--- config.mk ---
export PLATFORM = sky130hd
export DESIGN_NAME = infix_to_postfix_converter
export DESIGN_NICKNAME = d
export VERILOG_FILES = /design/src/itp_pkg.sv /design/src/itp_cell.sv /design/src/itp_stack.sv /design/src/infix_to_postfix_converter.sv
export SDC_FILE = /design/constraint.sdc
export NUM_CORES = 1
export LEC_CHECK = 0
export ABC_AREA = 1
export BUFFER_PORTS_ARGS = -buffer_cell sky130_fd_sc_hd__buf_2
export CORE_ASPECT_RATIO = 1.75
export CORE_MARGIN = 3
export CORE_UTILIZATION = 45
export CTS_CLUSTER_DIAMETER = 100
export CTS_CLUSTER_SIZE = 30
export DETAILED_ROUTE_END_ITERATION = 6
export SYNTH_ARGS = -nofsm -noshare
export SYNTH_HDL_FRONTEND = slang
export SYNTH_HIERARCHICAL = 1
export SYNTH_SLANG_ARGS = --single-unit
--- constraint.sdc ---
create_clock -name clk -period 4.9 [get_ports clk]
set_input_delay 0.49 -clock clk [delete_from_list [all_inputs] [get_ports clk]]
set_output_delay 0.49 -clock clk [all_outputs]
set_load 0.01 [all_outputs]
--- src/itp_pkg.sv ---
// Shared types, character codes and precedence helpers for the infix-to-postfix converter.
package itp_pkg;

	localparam int STACK_DEPTH = 32;
	localparam int CNT_W = $clog2(STACK_DEPTH + 1);

	typedef logic [7:0]       char_t;
	typedef logic [CNT_W-1:0] cnt_t;
	typedef logic [2:0]       rank_t;

	localparam char_t CH_CARET  = 8'h5E;
	localparam char_t CH_STAR   = 8'h2A;
	localparam char_t CH_SLASH  = 8'h2F;
	localparam char_t CH_PLUS   = 8'h2B;
	localparam char_t CH_MINUS  = 8'h2D;
	localparam char_t CH_LPAREN = 8'h28;
	localparam char_t CH_RPAREN = 8'h29;
	localparam char_t CH_NUL    = 8'h00;

	// rank codes are precedence + 1, so "no operator" (-1) sits at zero
	localparam rank_t RANK_NONE = 3'd0;
	localparam rank_t RANK_ADD  = 3'd2;
	localparam rank_t RANK_MUL  = 3'd3;
	localparam rank_t RANK_POW  = 3'd4;

	typedef enum logic [1:0] {
		ERR_NONE      = 2'd0,
		ERR_OVERFLOW  = 2'd1,
		ERR_UNMATCHED = 2'd2
	} err_t;

	typedef enum logic [1:0] {
		STK_HOLD,
		STK_PUSH,
		STK_POP,
		STK_CLEAR
	} stk_op_t;

	typedef enum logic [2:0] {
		S_IDLE,
		S_OPERAND,
		S_PUSH,
		S_CLOSE,
		S_FLUSH
	} state_t;

	typedef struct packed {
		stk_op_t op;
		char_t   data;
	} stk_cmd_t;

	typedef struct packed {
		char_t top;
		char_t second;
		cnt_t  count;
		cnt_t  open_cnt;
	} stk_stat_t;

	function automatic rank_t op_rank(char_t c);
		rank_t r;
		r = RANK_NONE;
		if (c == CH_CARET)
			r = RANK_POW;
		else if (c == CH_STAR || c == CH_SLASH)
			r = RANK_MUL;
		else if (c == CH_PLUS || c == CH_MINUS)
			r = RANK_ADD;
		return r;
	endfunction

	function automatic logic is_operand(char_t c);
		return (c >= 8'h61 && c <= 8'h7A) || (c >= 8'h41 && c <= 8'h5A) ||
			(c >= 8'h30 && c <= 8'h39);
	endfunction

	// stacked operator leaves before the incoming one is pushed
	function automatic logic pops_before(char_t incoming, char_t stacked);
		rank_t p;
		rank_t pt;
		p  = op_rank(incoming);
		pt = op_rank(stacked);
		return (p < pt) || (p == pt && incoming != CH_CARET);
	endfunction

endpackage

--- src/itp_cell.sv ---
// One stack cell: holds an entry, takes the one above on push, the one below on pop.
module itp_cell (
	input  logic               clk,
	input  itp_pkg::stk_op_t   op,
	input  itp_pkg::char_t     from_above,
	input  itp_pkg::char_t     from_below,
	output itp_pkg::char_t     data
);

	itp_pkg::char_t data_q;

	always_ff @(posedge clk) begin
		unique case (op)
			itp_pkg::STK_PUSH: begin
				data_q <= from_above;
			end
			itp_pkg::STK_POP: begin
				data_q <= from_below;
			end
			itp_pkg::STK_HOLD, itp_pkg::STK_CLEAR: begin
				data_q <= data_q;
			end
		endcase
	end

	assign data = data_q;

endmodule

--- src/itp_stack.sv ---
// Operator stack: a chain of shifting cells plus fill and open-parenthesis counters.
module itp_stack (
	input  logic                clk,
	input  logic                arst_n,
	input  itp_pkg::stk_cmd_t   cmd,
	output itp_pkg::stk_stat_t  stat
);

	itp_pkg::char_t cell_data [itp_pkg::STACK_DEPTH];
	itp_pkg::cnt_t  count_q;
	itp_pkg::cnt_t  open_q;

	// cell 0 is the top of stack
	for (genvar i = 0; i < itp_pkg::STACK_DEPTH; i++) begin : g_cell
		itp_pkg::char_t above;
		itp_pkg::char_t below;

		if (i == 0) begin : g_top
			assign above = cmd.data;
		end else begin : g_mid
			assign above = cell_data[i-1];
		end

		if (i == itp_pkg::STACK_DEPTH - 1) begin : g_bottom
			assign below = cell_data[i];
		end else begin : g_inner
			assign below = cell_data[i+1];
		end

		itp_cell u_cell (
			.clk        (clk),
			.op         (cmd.op),
			.from_above (above),
			.from_below (below),
			.data       (cell_data[i])
		);
	end

	always_ff @(posedge clk or negedge arst_n) begin
		if (!arst_n) begin
			count_q <= '0;
			open_q  <= '0;
		end else begin
			unique case (cmd.op)
				itp_pkg::STK_PUSH: begin
					count_q <= count_q + itp_pkg::cnt_t'(1);
					if (cmd.data == itp_pkg::CH_LPAREN)
						open_q <= open_q + itp_pkg::cnt_t'(1);
				end
				itp_pkg::STK_POP: begin
					count_q <= count_q - itp_pkg::cnt_t'(1);
					if (cell_data[0] == itp_pkg::CH_LPAREN)
						open_q <= open_q - itp_pkg::cnt_t'(1);
				end
				itp_pkg::STK_CLEAR: begin
					count_q <= '0;
					open_q  <= '0;
				end
				itp_pkg::STK_HOLD: begin
					count_q <= count_q;
				end
			endcase
		end
	end

	assign stat.top      = cell_data[0];
	assign stat.second   = cell_data[1];
	assign stat.count    = count_q;
	assign stat.open_cnt = open_q;

endmodule

--- src/infix_to_postfix_converter.sv ---
// Top level of the shunting-yard infix-to-postfix converter: sequencer and result register.
//
// Usage:
//   Input channel (sym_valid / sym_stall, char_in, end_of_expr) takes one infix
//   character per beat. Output channel (res_valid / res_stall) delivers postfix
//   beats: char_out, last_of_run on the final beat caused by an input beat,
//   error_code (overflow / unmatched ')'), expr_done on end-of-expression beats.
// Sequencing:
//   An input beat is taken only in the idle state; each later sequencer step makes
//   at most one stack move and one result: an operand is sent, an operator pops
//   tighter entries and is pushed, ')' pops down to its opener, and the end flag
//   flushes the entries left. The single-port cell chain does at most one push or
//   pop per cycle. Results leave through the result register.
// Stalls:
//   The result register frees as the downstream takes it; while res_stall holds it,
//   steps that send a result wait and sym_stall stays high. Results are never dropped.
// Reset:
//   arst_n clears the stack fill count, the sequencer and the result valid.
//   Stack cell contents are not cleared; only entries below the fill count are read.
module infix_to_postfix_converter (
	input  logic                 clk,
	input  logic                 arst_n,
	input  logic                 sym_valid,
	output logic                 sym_stall,
	input  logic [7:0]           char_in,
	input  logic                 end_of_expr,
	output logic                 res_valid,
	input  logic                 res_stall,
	output logic [7:0]           char_out,
	output logic                 last_of_run,
	output logic [1:0]           error_code,
	output logic                 expr_done
);

	itp_pkg::state_t     state_q;
	itp_pkg::state_t     state_d;
	itp_pkg::char_t      char_q;
	logic                endf_q;
	logic                emitted_q;

	itp_pkg::stk_cmd_t   cmd;
	itp_pkg::stk_stat_t  stat;

	// result register
	logic                res_valid_q;
	itp_pkg::char_t      res_char_q;
	logic                res_last_q;
	itp_pkg::err_t       res_err_q;
	logic                res_done_q;

	// beat being produced this cycle
	logic                emit;
	itp_pkg::char_t      e_char;
	logic                e_last;
	itp_pkg::err_t       e_err;
	logic                e_done;

	logic                emit_ok;
	logic                accept;
	logic                cnt_is_one;
	logic                cnt_is_full;
	logic                op_pops;
	logic                marker;

	itp_stack u_stack (
		.clk    (clk),
		.arst_n (arst_n),
		.cmd    (cmd),
		.stat   (stat)
	);

	assign emit_ok     = !res_valid_q || !res_stall;
	assign accept      = sym_valid && (state_q == itp_pkg::S_IDLE);
	assign sym_stall   = (state_q != itp_pkg::S_IDLE);
	assign cnt_is_one  = (stat.count == itp_pkg::cnt_t'(1));
	assign cnt_is_full = (stat.count == itp_pkg::cnt_t'(itp_pkg::STACK_DEPTH));

	// an operator pops while the top binds tighter, or as tight unless it is '^'; '(' never pops on push
	assign op_pops = (char_q != itp_pkg::CH_LPAREN) && (stat.count != '0) &&
		itp_pkg::pops_before(char_q, stat.top);

	// empty-flush marker: ')' drops its opener as the last entry, end flag set, nothing sent yet
	assign marker = endf_q && cnt_is_one && !emitted_q;

	always_comb begin
		state_d  = state_q;
		cmd.op   = itp_pkg::STK_HOLD;
		cmd.data = char_q;
		emit     = 1'b0;
		e_char   = itp_pkg::CH_NUL;
		e_last   = 1'b0;
		e_err    = itp_pkg::ERR_NONE;
		e_done   = 1'b0;

		unique case (state_q)
			itp_pkg::S_IDLE: begin
				if (sym_valid) begin
					if (itp_pkg::is_operand(char_in))
						state_d = itp_pkg::S_OPERAND;
					else if (char_in == itp_pkg::CH_RPAREN)
						state_d = itp_pkg::S_CLOSE;
					else
						state_d = itp_pkg::S_PUSH;
				end
			end

			itp_pkg::S_OPERAND: begin
				if (emit_ok) begin
					emit    = 1'b1;
					e_char  = char_q;
					e_last  = !(endf_q && stat.count != '0);
					e_done  = endf_q && (stat.count == '0);
					state_d = e_last ? itp_pkg::S_IDLE : itp_pkg::S_FLUSH;
				end
			end

			itp_pkg::S_PUSH: begin
				if (op_pops) begin
					if (emit_ok) begin
						emit   = 1'b1;
						e_char = stat.top;
						// last only if no further pop and no end-of-expression flush follow
						e_last = !endf_q &&
							(cnt_is_one || !itp_pkg::pops_before(char_q, stat.second));
						cmd.op = itp_pkg::STK_POP;
					end
				end else if (cnt_is_full) begin
					if (emit_ok) begin
						emit    = 1'b1;
						e_err   = itp_pkg::ERR_OVERFLOW;
						e_last  = 1'b1;
						e_done  = endf_q;
						cmd.op  = itp_pkg::STK_CLEAR;
						state_d = itp_pkg::S_IDLE;
					end
				end else begin
					cmd.op  = itp_pkg::STK_PUSH;
					state_d = endf_q ? itp_pkg::S_FLUSH : itp_pkg::S_IDLE;
				end
			end

			itp_pkg::S_CLOSE: begin
				if (stat.open_cnt == '0) begin
					if (emit_ok) begin
						emit    = 1'b1;
						e_err   = itp_pkg::ERR_UNMATCHED;
						e_last  = 1'b1;
						e_done  = endf_q;
						cmd.op  = itp_pkg::STK_CLEAR;
						state_d = itp_pkg::S_IDLE;
					end
				end else if (stat.top == itp_pkg::CH_LPAREN) begin
					if (!marker || emit_ok) begin
						cmd.op  = itp_pkg::STK_POP;
						emit    = marker;
						e_last  = marker;
						e_done  = marker;
						state_d = (endf_q && !cnt_is_one) ? itp_pkg::S_FLUSH :
							itp_pkg::S_IDLE;
					end
				end else if (emit_ok) begin
					emit   = 1'b1;
					e_char = stat.top;
					e_last = (stat.second == itp_pkg::CH_LPAREN) &&
						(!endf_q || stat.count == itp_pkg::cnt_t'(2));
					e_done = endf_q && e_last;
					cmd.op = itp_pkg::STK_POP;
				end
			end

			itp_pkg::S_FLUSH: begin
				if (emit_ok) begin
					emit   = 1'b1;
					e_char = stat.top;
					e_last = cnt_is_one;
					e_done = 1'b1;
					cmd.op = itp_pkg::STK_POP;
					if (cnt_is_one)
						state_d = itp_pkg::S_IDLE;
				end
			end

			default: begin
				state_d = itp_pkg::S_IDLE;
			end
		endcase
	end

	always_ff @(posedge clk or negedge arst_n) begin
		if (!arst_n) begin
			state_q     <= itp_pkg::S_IDLE;
			emitted_q   <= 1'b0;
			res_valid_q <= 1'b0;
		end else begin
			state_q <= state_d;
			if (accept)
				emitted_q <= 1'b0;
			else if (emit)
				emitted_q <= 1'b1;
			if (emit)
				res_valid_q <= 1'b1;
			else if (!res_stall)
				res_valid_q <= 1'b0;
		end
	end

	// item and result payload
	always_ff @(posedge clk) begin
		if (accept) begin
			char_q <= char_in;
			endf_q <= end_of_expr;
		end
		if (emit) begin
			res_char_q <= e_char;
			res_last_q <= e_last;
			res_err_q  <= e_err;
			res_done_q <= e_done;
		end
	end

	assign res_valid   = res_valid_q;
	assign char_out    = res_char_q;
	assign last_of_run = res_last_q;
	assign error_code  = res_err_q;
	assign expr_done   = res_done_q;

	// every '(' counted is also a stacked entry
	a_open_within_count: assert property (@(posedge clk) disable iff (!arst_n)
		stat.open_cnt <= stat.count)
		else $error("open parenthesis count above stack fill");

	// a taken input beat always starts work
	a_accept_leaves_idle: assert property (@(posedge clk) disable iff (!arst_n)
		accept |=> state_q != itp_pkg::S_IDLE)
		else $error("input beat taken but sequencer stayed idle");

	// error beats end their run and leave an empty stack
	a_error_is_last: assert property (@(posedge clk) disable iff (!arst_n)
		emit && e_err != itp_pkg::ERR_NONE |-> e_last ##1 stat.count == '0)
		else $error("error beat not last or stack not cleared");

	// the stack never grows past its depth
	a_count_bound: assert property (@(posedge clk) disable iff (!arst_n)
		cmd.op == itp_pkg::STK_PUSH |-> !cnt_is_full)
		else $error("push onto a full stack");

endmodule

### Word-level counts from Yosys, hierarchy flattened

Cells that the tools add are included.

| word-level totals | value |
|---|---|
| flip-flop bits (word level) | 294 |
| latch bits | 0 |
| bits in writable memories | 0 |
| memory bits (read-only) | 0 |
| output and inout bits | 14 |
| logic and storage cells | 262 |
| memories kept | 0 |

| cells by class | value |
|---|---|
| add/sub/neg operators | 4 |
| multiply operators | 0 |
| div/mod/pow operators | 0 |
| $lt $le $gt $ge | 8 |
| equality and inequality tests | 43 |
| shifts and indexed selects | 0 |
| muxes and demuxes | 113 |
| bitwise logic cells | 0 |
| reductions and logical operators | 51 |

Operator list:

| kind | number |
|---|---|
| case mux 8 bit (2 select lines) | 31 |
| == test 8 x 6 -> 1 bit, second input constant | 16 |
| two-way mux 3 bit | 23 |
| two-way mux 8 bit | 6 |
| case mux 6 bit (3 select lines) | 2 |
| case mux 8 bit (4 select lines) | 1 |
| two-way mux 1 bit | 28 |
| two-way mux 2 bit | 14 |
| == test 8 x 7 -> 1 bit, second input constant | 3 |
| >= comparator 8 x 7 -> 1 bit, second input constant | 2 |
| less-or-equal comparator 8 x 7 -> 1 bit, second input constant | 2 |
| logical AND 1 bit | 16 |
| case mux 3 bit (5 select lines) | 1 |
| logical OR 1 bit | 14 |
| adder 6 x 1 -> 6 bit, second input constant | 2 |
| logical NOT 6 bit | 2 |
| two-way mux 6 bit | 2 |
| inequality test 2 bit, second input constant | 6 |
| subtractor 6 x 1 -> 6 bit, second input constant | 2 |
| >= comparator 8 x 6 -> 1 bit, second input constant | 1 |
| less-or-equal comparator 8 x 6 -> 1 bit, second input constant | 1 |
| logical NOT 1 bit | 8 |
| inequality test 8 x 6 -> 1 bit, second input constant | 1 |
| inequality test 8 x 7 -> 1 bit, second input constant | 1 |
| other kinds (25) | 34 |

### Longest topological paths before layout

Gate-level depths: netlist (run 1).

| logic depth | value |
|---|---|
| word-level depth | 20 |
| mapped depth | 31 |
| mapped depth without buffers | 30 |

### Modules after synthesis

The synthesis (run 1) kept the hierarchy.

By module, submodules not included:

| module | instances | cells each | area each (µm²) | sequential area each (µm²) |
|---|---|---|---|---|
| itp_cell | 32 | 37 | 365.4 | 240.2 |
| infix_to_postfix_converter | 1 | 279 | 1926.8 | 755.7 |
| itp_stack | 1 | 151 | 1046.0 | 300.3 |

### Worst setup path after synthesis (run 1)

Ideal clock, no wire load.

| timing | value |
|---|---|
| path type | register -> register |
| start point | register u_stack.g_cell[0].u_cell.data_q[2] |
| end point | register u_stack.count_q[4] |
| arrival time | 4.225 ns |
| setup slack | 0.552 ns |
| cell stages (with the launch flop) | 28 |
| path buffers | 0 |
| cell sequence | edfxtp_1 inv_1 nand2_1 inv_1 nand2_1 a2111oi_0 ha_1 inv_1 nor2_1 nand4_1 nand2_1 nand2_1 inv_2 o22ai_1 inv_4 nand2_8 nand2_1 nand2_2 inv_1 ha_1 inv_1 nand2_1 nand3_1 nand2_1 nand2_1 nand3_1 nand2_1 o21ai_1 |

RTL lines:

| what | RTL line | text |
|---|---|---|
| start: declaration | itp_cell.sv:10 | `itp_pkg::char_t data_q;` |
| start signal: assignment | itp_cell.sv:15 | `data_q <= from_above;` |
| start signal: assignment | itp_cell.sv:18 | `data_q <= from_below;` |
| start signal: assignment | itp_cell.sv:21 | `data_q <= data_q;` |
| end signal: assignment | itp_stack.sv:46 | `count_q <= count_q + itp_pkg::cnt_t'(1);` |
| end signal: assignment | itp_stack.sv:51 | `count_q <= count_q - itp_pkg::cnt_t'(1);` |
| end signal: assignment | itp_stack.sv:60 | `count_q <= count_q;` |
| end: declaration | itp_stack.sv:10 | `itp_pkg::cnt_t count_q;` |

==> results list, run 1 <==
- The flow ran to the end, and the final reports show no timing, DRC or antenna violations.
- The number of antenna violations at the first check in global routing came to 0.
* Crit start category: flop
* Global-route congestion overflow total: 0
- Final number of max-transition violations: 0
- In the global route stage, overall resource usage came out at between 10% and 20%.
- In this run the core area contains between 80 and 90 standard-cell rows.
- Among all flip-flop cells after synthesis, the most frequent one is edfxtp_1.
- Core area: around 0.032 mm^2
* Worst slew slack as a fraction of its limit: 63.8%
* Floorplan die width: about 140 um
- For this run, design rule violations remaining after detail routing come to 0.
- Global routing usage on met1: between 10% and 20%
- After clock tree synthesis, the repair step resized 0 gates.
- In this run the cell area measured after placement is between 0.01 and 0.015 mm^2.
- Number of H-tree branching levels: 1
- Finished layout cell area: around 0.015 mm^2
- Worst Hold Class: in -> reg
- Register bit count reported by yosys: 294
- Number of global-route vias before repair: 10900
* # port buffers: 26
- Avg Cell Area, Syn: around 9 um^2
* Max Clock Skew: about 0.032 ns
* Count of maximum capacitance violations: 0
* Fin crit share: between 70% and 80%
* Post-Route Setup TNS: 0 ns
- Required time of the critical path: between 5 and 6 ns
- Setup violations remaining at the end of the flow were counted as 0.
- Counting flops with a built-in enable in the synthesized netlist gives ~280.
- Vias per cell: ~5.1
- Area of the die: 0.0349 mm^2
- Together, buffers and inverters on the worst path number 7.
- The cell count after synthesis came out at approximately 1600.
- For this configuration, the core starts out at a cell density of a little under half.
- Fmax: around 260 MHz
* # IOs: 27
- Largest fanout on the critical path: 30
- Shortest period the worst path allows: just under 4 ns
- Counting every sink on the clock net gives 294.
- Counting every net in the synthesized netlist gives 1668.
* Arrival time at the worst endpoint: approximately 4.3 ns
- Endpoints failing hold: 0
- The clock reaches the later pin of the worst-skew pair after ~0.52 ns.
* GR met2 Demand/Resource: a little over a third
- During synthesis, Yosys emitted a total of 6 warnings.
* Synth-to-Final Area Change: 4.45%
- Unrepaired setup endpoints after global routing: false
- The congestion estimate from routability-driven global placement came to 0.873.
- Combined area of all synthesized cells: between 0.01 and 0.015 mm^2
- Maximum number of pins on one net before global-route repair: 36
* GR met3 Demand/Resource: between 1.5 and 2%
* Number of buffers inserted during clock tree synthesis: 13
- Slowest cell on the critical path: a2111oi_0
* Avg WL per Cell: ~16 um
* Chip Height: about 240 um
- At the pin with the least slew margin, the transition time is 0.537 ns.
- For this block, the routed nets add up to 32000 um of wire.
- Nets@finish: about 1700
- Summing the sequential cell areas from Yosys gives 59.6% of the chip area.
- Worst setup EP type: flop
* CTS root buf: clkbuf_16
- Cells with a size suffix above 1 make up slightly below 7% of the layout.
- The wire-length estimate of the detail-placed layout is roughly 25000 um.
* Most Used Layer, Global Route: met2
* Number of design-rule violations left by the first detailed-router iteration: 473
- Fraction of registers with async set or reset after synthesis: just under 6%
* Clk buf depth: 3
- Global-route wire length before repair: about 52000 um
- Post-CTS timing repair inserted 0 buffers for setup.
- Synth unique cells: 41
- Diode insertion count for antenna repair: 0
- In this design, the critical path's most frequently occurring cell is nand2_1.
- In this run the remaining antenna-violating nets after routing total 0.
* Vias: roughly 10000
- Family of cells with the greatest summed delay on the critical path: simple AND/OR/NAND/NOR gates
- DR pass1 iterations: 5
- TritonCTS built the clock tree.
- Clock slew seen by the registers of the worst setup and hold paths: 0.13 ns
* Highest cell delay on the worst timing path: 0.46 ns
- Critical path class: reg -> reg
[layout make-up]
class,instances,area [um^2]
repair buffers,29,168
well taps,396,495
flip-flops and latches,294,8740
multi-input cells,1114,4920
inverters,171,644
clock buffers,17,340
clock inverters,1,8.76
fillers,3081,16500
[sequential cells by signal, summed over array words and instances (netlist names)]
name / count
char_q: 8
char_out: 8
u_stack/g_cell.u_cell/data: 256
error_code: 2
last_of_run: 1
emitted_q: 1
u_stack/count_q: 6
res_valid: 1
expr_done: 1
endf_q: 1
state_q: 3
u_stack/open_q: 6
[worst reg2reg max path, delay by kind of cell, from the launching register on]
kind | cells | cell delay, ns
AND/OR/NAND/NOR | 19 | 1.61
buffers and inverters | 7 | 0.78
AO/OA/AOI/OAI | 2 | 0.51
adder cells (fa/ha/maj) | 2 | 0.48
flip-flops | 1 | 0.44
[stage by stage]
step / setup WS, ns / util, % / hold slack (ns) / std cells
2_1_floorplan: 0.552 / - / 0.194 / 1614
3_3_place_gp: 1.08 / 47.0 / 0.451 / 2003
3_5_place_dp: 0.996 / 47.0 / 0.450 / 2003
4_1_cts: 1.01 / 48.1 / 0.117 / 2022
5_1_grt: 0.618 / 48.1 / 0.125 / 2022
6_report: 1.01 / 48.1 / 0.138 / 2022
[cell usage after synthesis, types with 2 or more instances]
cell type | instances | area (um^2)
nor3b_1 | 2 | 15.0
nor2_2 | 4 | 25.0
nor4_1 | 2 | 12.5
a21oi_1 | 5 | 25.0
nand3_4 | 2 | 35.0
nor3_1 | 9 | 45.0
a31oi_1 | 2 | 12.5
dfrtp_1 | 17 | 425
nand4_1 | 16 | 100
inv_1 | 129 | 484
o22ai_1 | 3 | 18.8
nor2_4 | 2 | 22.5
clkbuf_1 | 2 | 7.51
nand3_2 | 3 | 30.0
o31ai_1 | 2 | 15.0
nand2_1 | 896 | 3360
nor2_1 | 51 | 191
buf_6 | 33 | 372
o21ai_0 | 12 | 60.1
nand3_1 | 27 | 135
nand2_4 | 3 | 33.8
o311ai_0 | 2 | 17.5
edfxtp_1 | 277 | 8320
ha_1 | 41 | 513
o21ai_1 | 5 | 25.0
or2_1 | 2 | 12.5
inv_2 | 41 | 154
xor2_1 | 3 | 26.3
nand2_2 | 9 | 56.3
[cell usage in the layout, fill, tap and decap left out, types with 2 or more instances in the layout]
cell       instances
a21oi_1            5
a31oi_1            2
buf_2             26
clkbuf_1           4
clkbuf_16         13
dfrtp_1           17
edfxtp_1         277
ha_1              41
inv_1            129
inv_2             41
nand2_1          896
nand2_2            9
nand2_4            3
nand3_1           26
nand3_2            4
nand3_4            2
nand4_1           16
nor2_1            51
nor2_2             4
nor2_4             2
nor3_1             9
nor3b_1            2
nor4_1             2
o21ai_0           12
o21ai_1            5
o22ai_1            2
o311ai_0           2
o31ai_1            2
or2_1              2
xor2_1             3
[timing repair]
action | CTS | global route
hold endpoints to repair | 17 | 0
endpoints found under the setup margin | 0 | 0
hold buffers | 1 | 0
[cells by family after synthesis]
group / synth area share, %
flops: 59.6
compound gates: 1.62
xor+xnor: 0.239
fa+ha+maj: 3.50
buf+inv: 6.98
simple gates: 28.0
[routing by layer]
metal  share of wire [%]  up-vias
met2                  56      177
met5                   0        -
met3                 2.4       78
met1                  37     4846
met4                 4.0        0
li1                    -     5136
[worst paths after layout]
kind	start	end	slack (ns)	depth (start not counted)
worst max-delay path	u_stack/g_cell[0].u_cell/data[2]	u_stack/count_q[4]	1.01	30
worst min-delay path	end_of_expr	endf_q	0.14	1
worst max register to register	u_stack/g_cell[0].u_cell/data[2]	u_stack/count_q[4]	1.01	30
worst min register to register	u_stack/count_q[3]	u_stack/count_q[3]	0.54	2
max in group asynchronous	arst_n	u_stack/count_q[2]	4.16	2
min in group asynchronous	arst_n	u_stack/open_q[0]	0.42	2
Power of run 1 is left out: the tool's default activity adds up to more than one toggle a clock period on the data nets, which glitch-free logic cannot reach.
==> inputs of run 2 (changes only) <==
==> constraint.sdc (replaced) <==
create_clock -name clk -period 3.8 [get_ports clk]
set_input_delay 0.38 -clock clk [delete_from_list [all_inputs] [get_ports clk]]
set_output_delay 0.38 -clock clk [all_outputs]
set_load 0.01 [all_outputs]
==> results list, run 2 (synthesized netlist as in run 1, its figures left out) <==
- Outcome: finished clean
- By instance count, the cell type seen most on the critical path is nand2_1.
- Worst-margin pin slew: 0.558 ns (+0.0218 ns)
* Fill cell count: 3040 (-1.3%)
- The number of cells in the design after placement is 2008 (+0.25%).
- Top library cells by usage in the layout, fill and taps aside: nand2_1 (896), edfxtp_1 (277), inv_1 (129), nor2_1 (51)
- Slowest cell on the critical path: edfxtp_1
- The worst-case clock buffer depth came to 3 (unchanged).
* Worst slew slack as a fraction of its limit: 62.7% (-1.2 points)
- Final number of max-transition violations: 0 (unchanged)
* Maximum number of pins on one net before global-route repair: 32 (-11%)
- The flip-flop count of the largest register, all copies and words added was 256 (unchanged).
- The register area was 0.00874 mm^2 (unchanged).
* Worst path buffer plus inverter count: 8 (+1)
- Initial cell density of the core: 46.0% (unchanged)
* Global placer's final weighted congestion: 0.816 (-6.5%)
- Hold Crit Depth: 1 (unchanged)
- The biggest fanout along the worst timing path was 16 (-47%).
- The total number of vias came to 10300 (+0.26%).
- Number of design-rule violations left by the first detailed-router iteration: 482 (+1.9%)
- The time the worst path needs with I/O delays and setup is 3.52 ns (-0.368 ns).
- Number of buffers inserted during clock tree synthesis: 13 (unchanged)
* Placement row count: 86 (unchanged)
- Clock slew seen by the registers of the worst setup and hold paths: 0.12 ns (about the same)
- The number of ports placed on the die boundary was 27 (unchanged).
- CTS placed an instance of clkbuf_16 at the clock tree root.
- The number of I/O port buffers came to 26 (unchanged).
- The average wire length per cell after detail routing is 15.9 um (+0.41%).
- Post-layout util: 48.4% (+0.31 points)
* Cells on worst reg2reg path: 30 (unchanged)
* Max Clock Skew: 0.0236 ns (-0.00819 ns)
* Fmax: 284 MHz (+10%)
- Initial antenna violation count: 0 (unchanged)
- Clk sinks: 294 (unchanged)
- The net count reported at finish came to 1685 (+0.48%).
- The worst register-to-register path begins at u_stack/g_cell[0].u_cell/data[2].
- Clock insertion delay at the later pin of the skew report: 0.50 ns (-0.02 ns)
- Endpoints failing hold: 0 (unchanged)
* Number of global-route vias before repair: 10600 (-3.0%)
- The area of the core was 0.0319 mm^2 (unchanged).
- Worst Hold Class: in -> reg
- The library cell used most frequently in the layout, excluding fill and tap cells, is nand2_1.
- Clock tree from TritonCTS: yes
- Crit start category: flop
- Global-route wire length before repair: 51400 um (-1.6%)
- Diode insertion count for antenna repair: 0 (unchanged)
- Final-report setup violation count: 0 (unchanged)
- DR pass1 iterations: 5 (unchanged)
- Capturing point of the worst reg2reg path: u_stack/count_q[4]
- Antenna-violating nets left: 0 (unchanged)
- The post-route cell area was 0.0154 mm^2 (+0.65%).
* Capture endpoint of the worst hold path: endf_q
- Critical path class: reg -> reg
- Global-route congestion overflow total: 0 (unchanged)
* Vias per cell: 5.06 (-0.13%)
- Floorplan die width: 142 um (unchanged)
* Post-route non-filler standard cell count: 2030 (+0.40%)
* Family of cells with the greatest summed delay on the critical path: simple AND/OR/NAND/NOR gates
* Overall global routing resource usage: 18.4% (-0.12 points)
- Proportion of layout cells with a drive suffix above 1: 7.41% (+0.52 points)
- The cell area after placement came to 0.0150 mm^2 (+0.42%).
- DRT Wirelength: 32300 um (+0.80%)
- Chip Height: 245 um (unchanged)
- Required time of the critical path: 4.19 ns (-1.14 ns)
- Drc violations: 0 (unchanged)
- Area occupied by multi-input gates: 0.00493 mm^2 (+0.28%)
- The number of max-cap violations is 0 (unchanged).
- Synth-to-Final Area Change: 5.12%
- The detailed-placement wirelength estimate is 25000 um (+1.8%).
* Origin of the worst min-delay path: end_of_expr
- The CTS H-tree depth was 1 (unchanged).
- The floorplan die area is 0.0349 mm^2 (unchanged).
- The minimum hold slack came to 0.0525 ns (-0.0860 ns).
* Fin crit share: 92.7% (+13 points)
- The setup slack of the most critical reg-to-reg path is 0.28 ns (-0.73 ns).
- Worst setup EP type: flop
* Highest cell delay on the worst timing path: 0.44 ns (-0.02 ns)
* Arrival time at the worst endpoint: 3.91 ns (-0.41 ns)
==> run 2: worst max-delay path by stage <==
stage / cells past startpoint / start / endpoint
final: 30 / u_stack/g_cell[0].u_cell/data[2] / u_stack/count_q[4]
after global placement: 29 / u_stack/g_cell[0].u_cell/data[2] / u_stack/count_q[4]
after detailed placement: 26 / u_stack/g_cell[0].u_cell/data[2] / u_stack/count_q[5]
after floorplan: 26 / u_stack/g_cell[0].u_cell/data[2] / u_stack/count_q[5]
after CTS: 29 / u_stack/g_cell[0].u_cell/data[2] / u_stack/count_q[4]
after global routing: 26 / u_stack/g_cell[0].u_cell/data[2] / u_stack/count_q[5]
==> run 2: area by class of cell <==
class	instances	area share, %
tap	396	3.21
clock buffer	17	2.21
sequential	294	56.7
clock inverter	1	0.0568
multi-input combinational	1114	32.0
inverter	171	4.18
timing repair buffer	37	1.64
==> run 2: repair_timing <==
action	4_1_cts	5_1_grt
endpoints found under the hold margin	17	0
setup endpoints to repair	1	255
hold buffers	1	0
gates resized for setup	1	2
buffers inserted	0	3
pin swaps	0	1
==> run 2: metrics by stage <==
stage | setup TNS (ns) | worst slack [ns]
final | 0 | 0.276
after global routing | -0.00979 | -0.00979
after CTS | 0 | 0.0959
after detailed placement | 0 | 0.0168
after global placement | 0 | 0.0893
after floorplan | 0 | 0.106
==> run 2: metal layers <==
| metal | share of wire (%) | GRT usage (%) |
|---|---|---|
| met5 | 0 | 0 |
| met1 | 37 | 18.8 |
| met2 | 57 | 37.1 |
| met3 | 2.9 | 1.60 |
| met4 | 3.9 | 7.27 |
Power of run 2 is left out for the same reason.
==> inputs of run 3 (changes only) <==
==> constraint.sdc (replaced) <==
create_clock -name clk -period 3.8 [get_ports clk]
set_input_delay 0.57 -clock clk [delete_from_list [all_inputs] [get_ports clk]]
set_output_delay 0.57 -clock clk [all_outputs]
set_load 0.01 [all_outputs]
==> results list, run 3 (synthesized netlist as in run 1, its figures left out) <==
- The number of pins with negative max-slew slack in the final report is 0 (unchanged).
- The total detailed-routing wirelength was 32400 um (+0.37%).
- The fraction of layout instances using a drive strength above 1 was 7.52% (+0.12 points).
- The critical path ends at u_stack/count_q[4].
- The biggest fanout along the worst timing path came to 16 (unchanged).
* Critical path class: reg -> reg
* Cts-stage hold buffer count: 0 (-1)
- The ratio of final minimum period to clock period was 91.8% (-0.96 points).
- Count of maximum capacitance violations: 0 (unchanged)
* Clock insertion delay at the later pin of the skew report: 0.49 ns (about the same)
- Cell type with the highest occurrence count on the critical path: nand2_1
- Global-route wire length before repair: 51600 um (+0.33%)
- The final setup violation count is 0 (unchanged).
- The setup skew after layout was 0.0209 ns (-0.00267 ns).
* Antenna-violating nets left: 0 (unchanged)
- Among cell families on the critical path, the largest total delay comes from simple AND/OR/NAND/NOR gates.
* Worst-margin pin slew: 0.563 ns (+0.00423 ns)
* Clock tree from TritonCTS: yes
- Crit start category: flop
- The number of buffers created by CTS came to 13 (unchanged).
* Endpoints failing hold: 0 (unchanged)
- The timing-limited maximum frequency was 287 MHz (+1.0%).
- Initial cell density of the core: 46.0% (unchanged)
- The detailed-placement wirelength estimate came to 25100 um (+0.40%).
- Largest register FFs: 256 (unchanged)
- The number of global-route vias before repair came to 10700 (+1.1%).
- Worst slew slack as a fraction of its limit: 62.2% (-0.48 points)
- The floorplan die area came to 0.0349 mm^2 (unchanged).
- The most critical setup path has its startpoint at char_q[6].
* Capturing point of the worst reg2reg path: u_stack/count_q[4]
- Fill cell count: 3060 (+0.66%)
- The global-route congestion overflow total was 0 (unchanged).
* Number of H-tree branching levels: 1 (unchanged)
- Critical path depth: 27 (-10%)
* Required time of the critical path: 4.18 ns (about the same)
- The post-route cell area is 0.0154 mm^2 (+0.11%).
* Drc violations: 0 (unchanged)
* Instance area at placement: 0.0150 mm^2 (unchanged)
- Reg-to-reg setup timing slack: 0.31 ns (+0.04 ns)
- Chip Height: 245 um (unchanged)
* Clk buf depth: 3 (unchanged)
- The total routing resource utilization after global routing came to 18.4% (-0.020 points).
* Outcome: finished clean
- Floorplan die width: 142 um (unchanged)
- FF-to-FF Start: char_q[6]
- Post-Route Setup TNS: 0 ns (unchanged)
- Slowest cell on the critical path: edfxtp_1
- Highest cell delay on the worst timing path: 0.53 ns (+0.09 ns)
- The time the worst path needs with I/O delays and setup was 3.49 ns (-0.0363 ns).
* Global placer's final weighted congestion: 0.821 (+0.55%)
- Leaving out fill and tap cells, the most frequent cell in the layout is nand2_1.
- Unrepaired setup endpoints after global routing: false
* Clock slew seen by the registers of the worst setup and hold paths: 0.12 ns (about the same)
- Vias per cell: 5.07 (+0.30%)
* CTS root buf: clkbuf_16
- The antenna diode count came to 0 (unchanged).
- Clk sinks: 294 (unchanged)
* Initial antenna violation count: 0 (unchanged)
* Area occupied by multi-input gates: 0.00494 mm^2 (+0.25%)
- The area of the core came to 0.0319 mm^2 (unchanged).
* Maximum number of pins on one net before global-route repair: 32 (unchanged)
- Arrival time at the worst endpoint: 3.87 ns (-0.04 ns)
* DR pass1 iterations: 5 (unchanged)
- Synth-to-Final Area Change: 5.24%
* Avg WL per Cell: 15.9 um (+0.32%)
- Number of design-rule violations left by the first detailed-router iteration: 512 (+6.2%)
- Worst path buffer plus inverter count: 5 (-3)
- The row count is 86 (unchanged).
- In this run the worst hold path is classified as in -> async.
* Nets@finish: 1686 (+0.059%)
* Worst setup EP type: flop
- The number of I/O port buffers came to 26 (unchanged).
- Vias: 10300 (+0.35%)
* Area taken by flip-flops and latches: 0.00874 mm^2 (unchanged)
- Cells on worst reg2reg path: 27 (-10%)
* Top library cells by usage in the layout, fill and taps aside: nand2_1 (896), edfxtp_1 (277), inv_1 (129), nor2_1 (51)
- The number of ports placed on the die boundary was 27 (unchanged).
-- run 3: cell types whose count changed in the layout (fill, tap and decap cells not counted) --
cell | before | now
buf_4 | 7 | 9
a2111oi_2 | 1 | 0
a2111oi_4 | 0 | 1
dlygate4sd3_1 | 1 | 0
-- run 3: per-stage QoR --
step	util [%]	hold WS, ns	setup slack [ns]	std cells
floorplan	-	0.274	0.106	1614
global placement	47.2	0.507	0.113	2008
detailed placement	47.2	0.518	0.0173	2008
CTS	48.3	0.00174	0.0861	2026
global route	48.5	0.00316	0.0135	2031
finish	48.5	0.00387	0.312	2031
-- run 3: routing by layer --
layer,part of all wire (%),track usage (%),vias up
li1,-,-,5161
met1,37,18.6,4881
met2,57,37.4,183
met3,2.6,1.62,75
met4,4.0,6.97,0
met5,0,0,-
-- run 3: final cells by class --
class / instances / share of cell area (%)
clock buffers: 17 / 2.21
clock inverters: 1 / 0.0568
inverters: 171 / 4.18
multi-input cells: 1114 / 32.0
flip-flops and latches: 294 / 56.7
well taps: 396 / 3.21
repair buffers: 38 / 1.67
-- run 3: repair_timing --
| action | in CTS | in global routing |
|---|---|---|
| resized for setup | 1 | 3 |
| gates cloned | 0 | 0 |
| setup endpoints to repair | 1 | 401 |
| buffers inserted | 0 | 5 |
-- run 3: worst min path at each step --
stage,endpoint
2_1_floorplan,emitted_q
3_3_place_gp,u_stack/open_q[5]
3_5_place_dp,u_stack/open_q[5]
4_1_cts,u_stack/open_q[0]
5_1_grt,res_valid
6_report,res_valid
Power of run 3 is left out for the same reason.
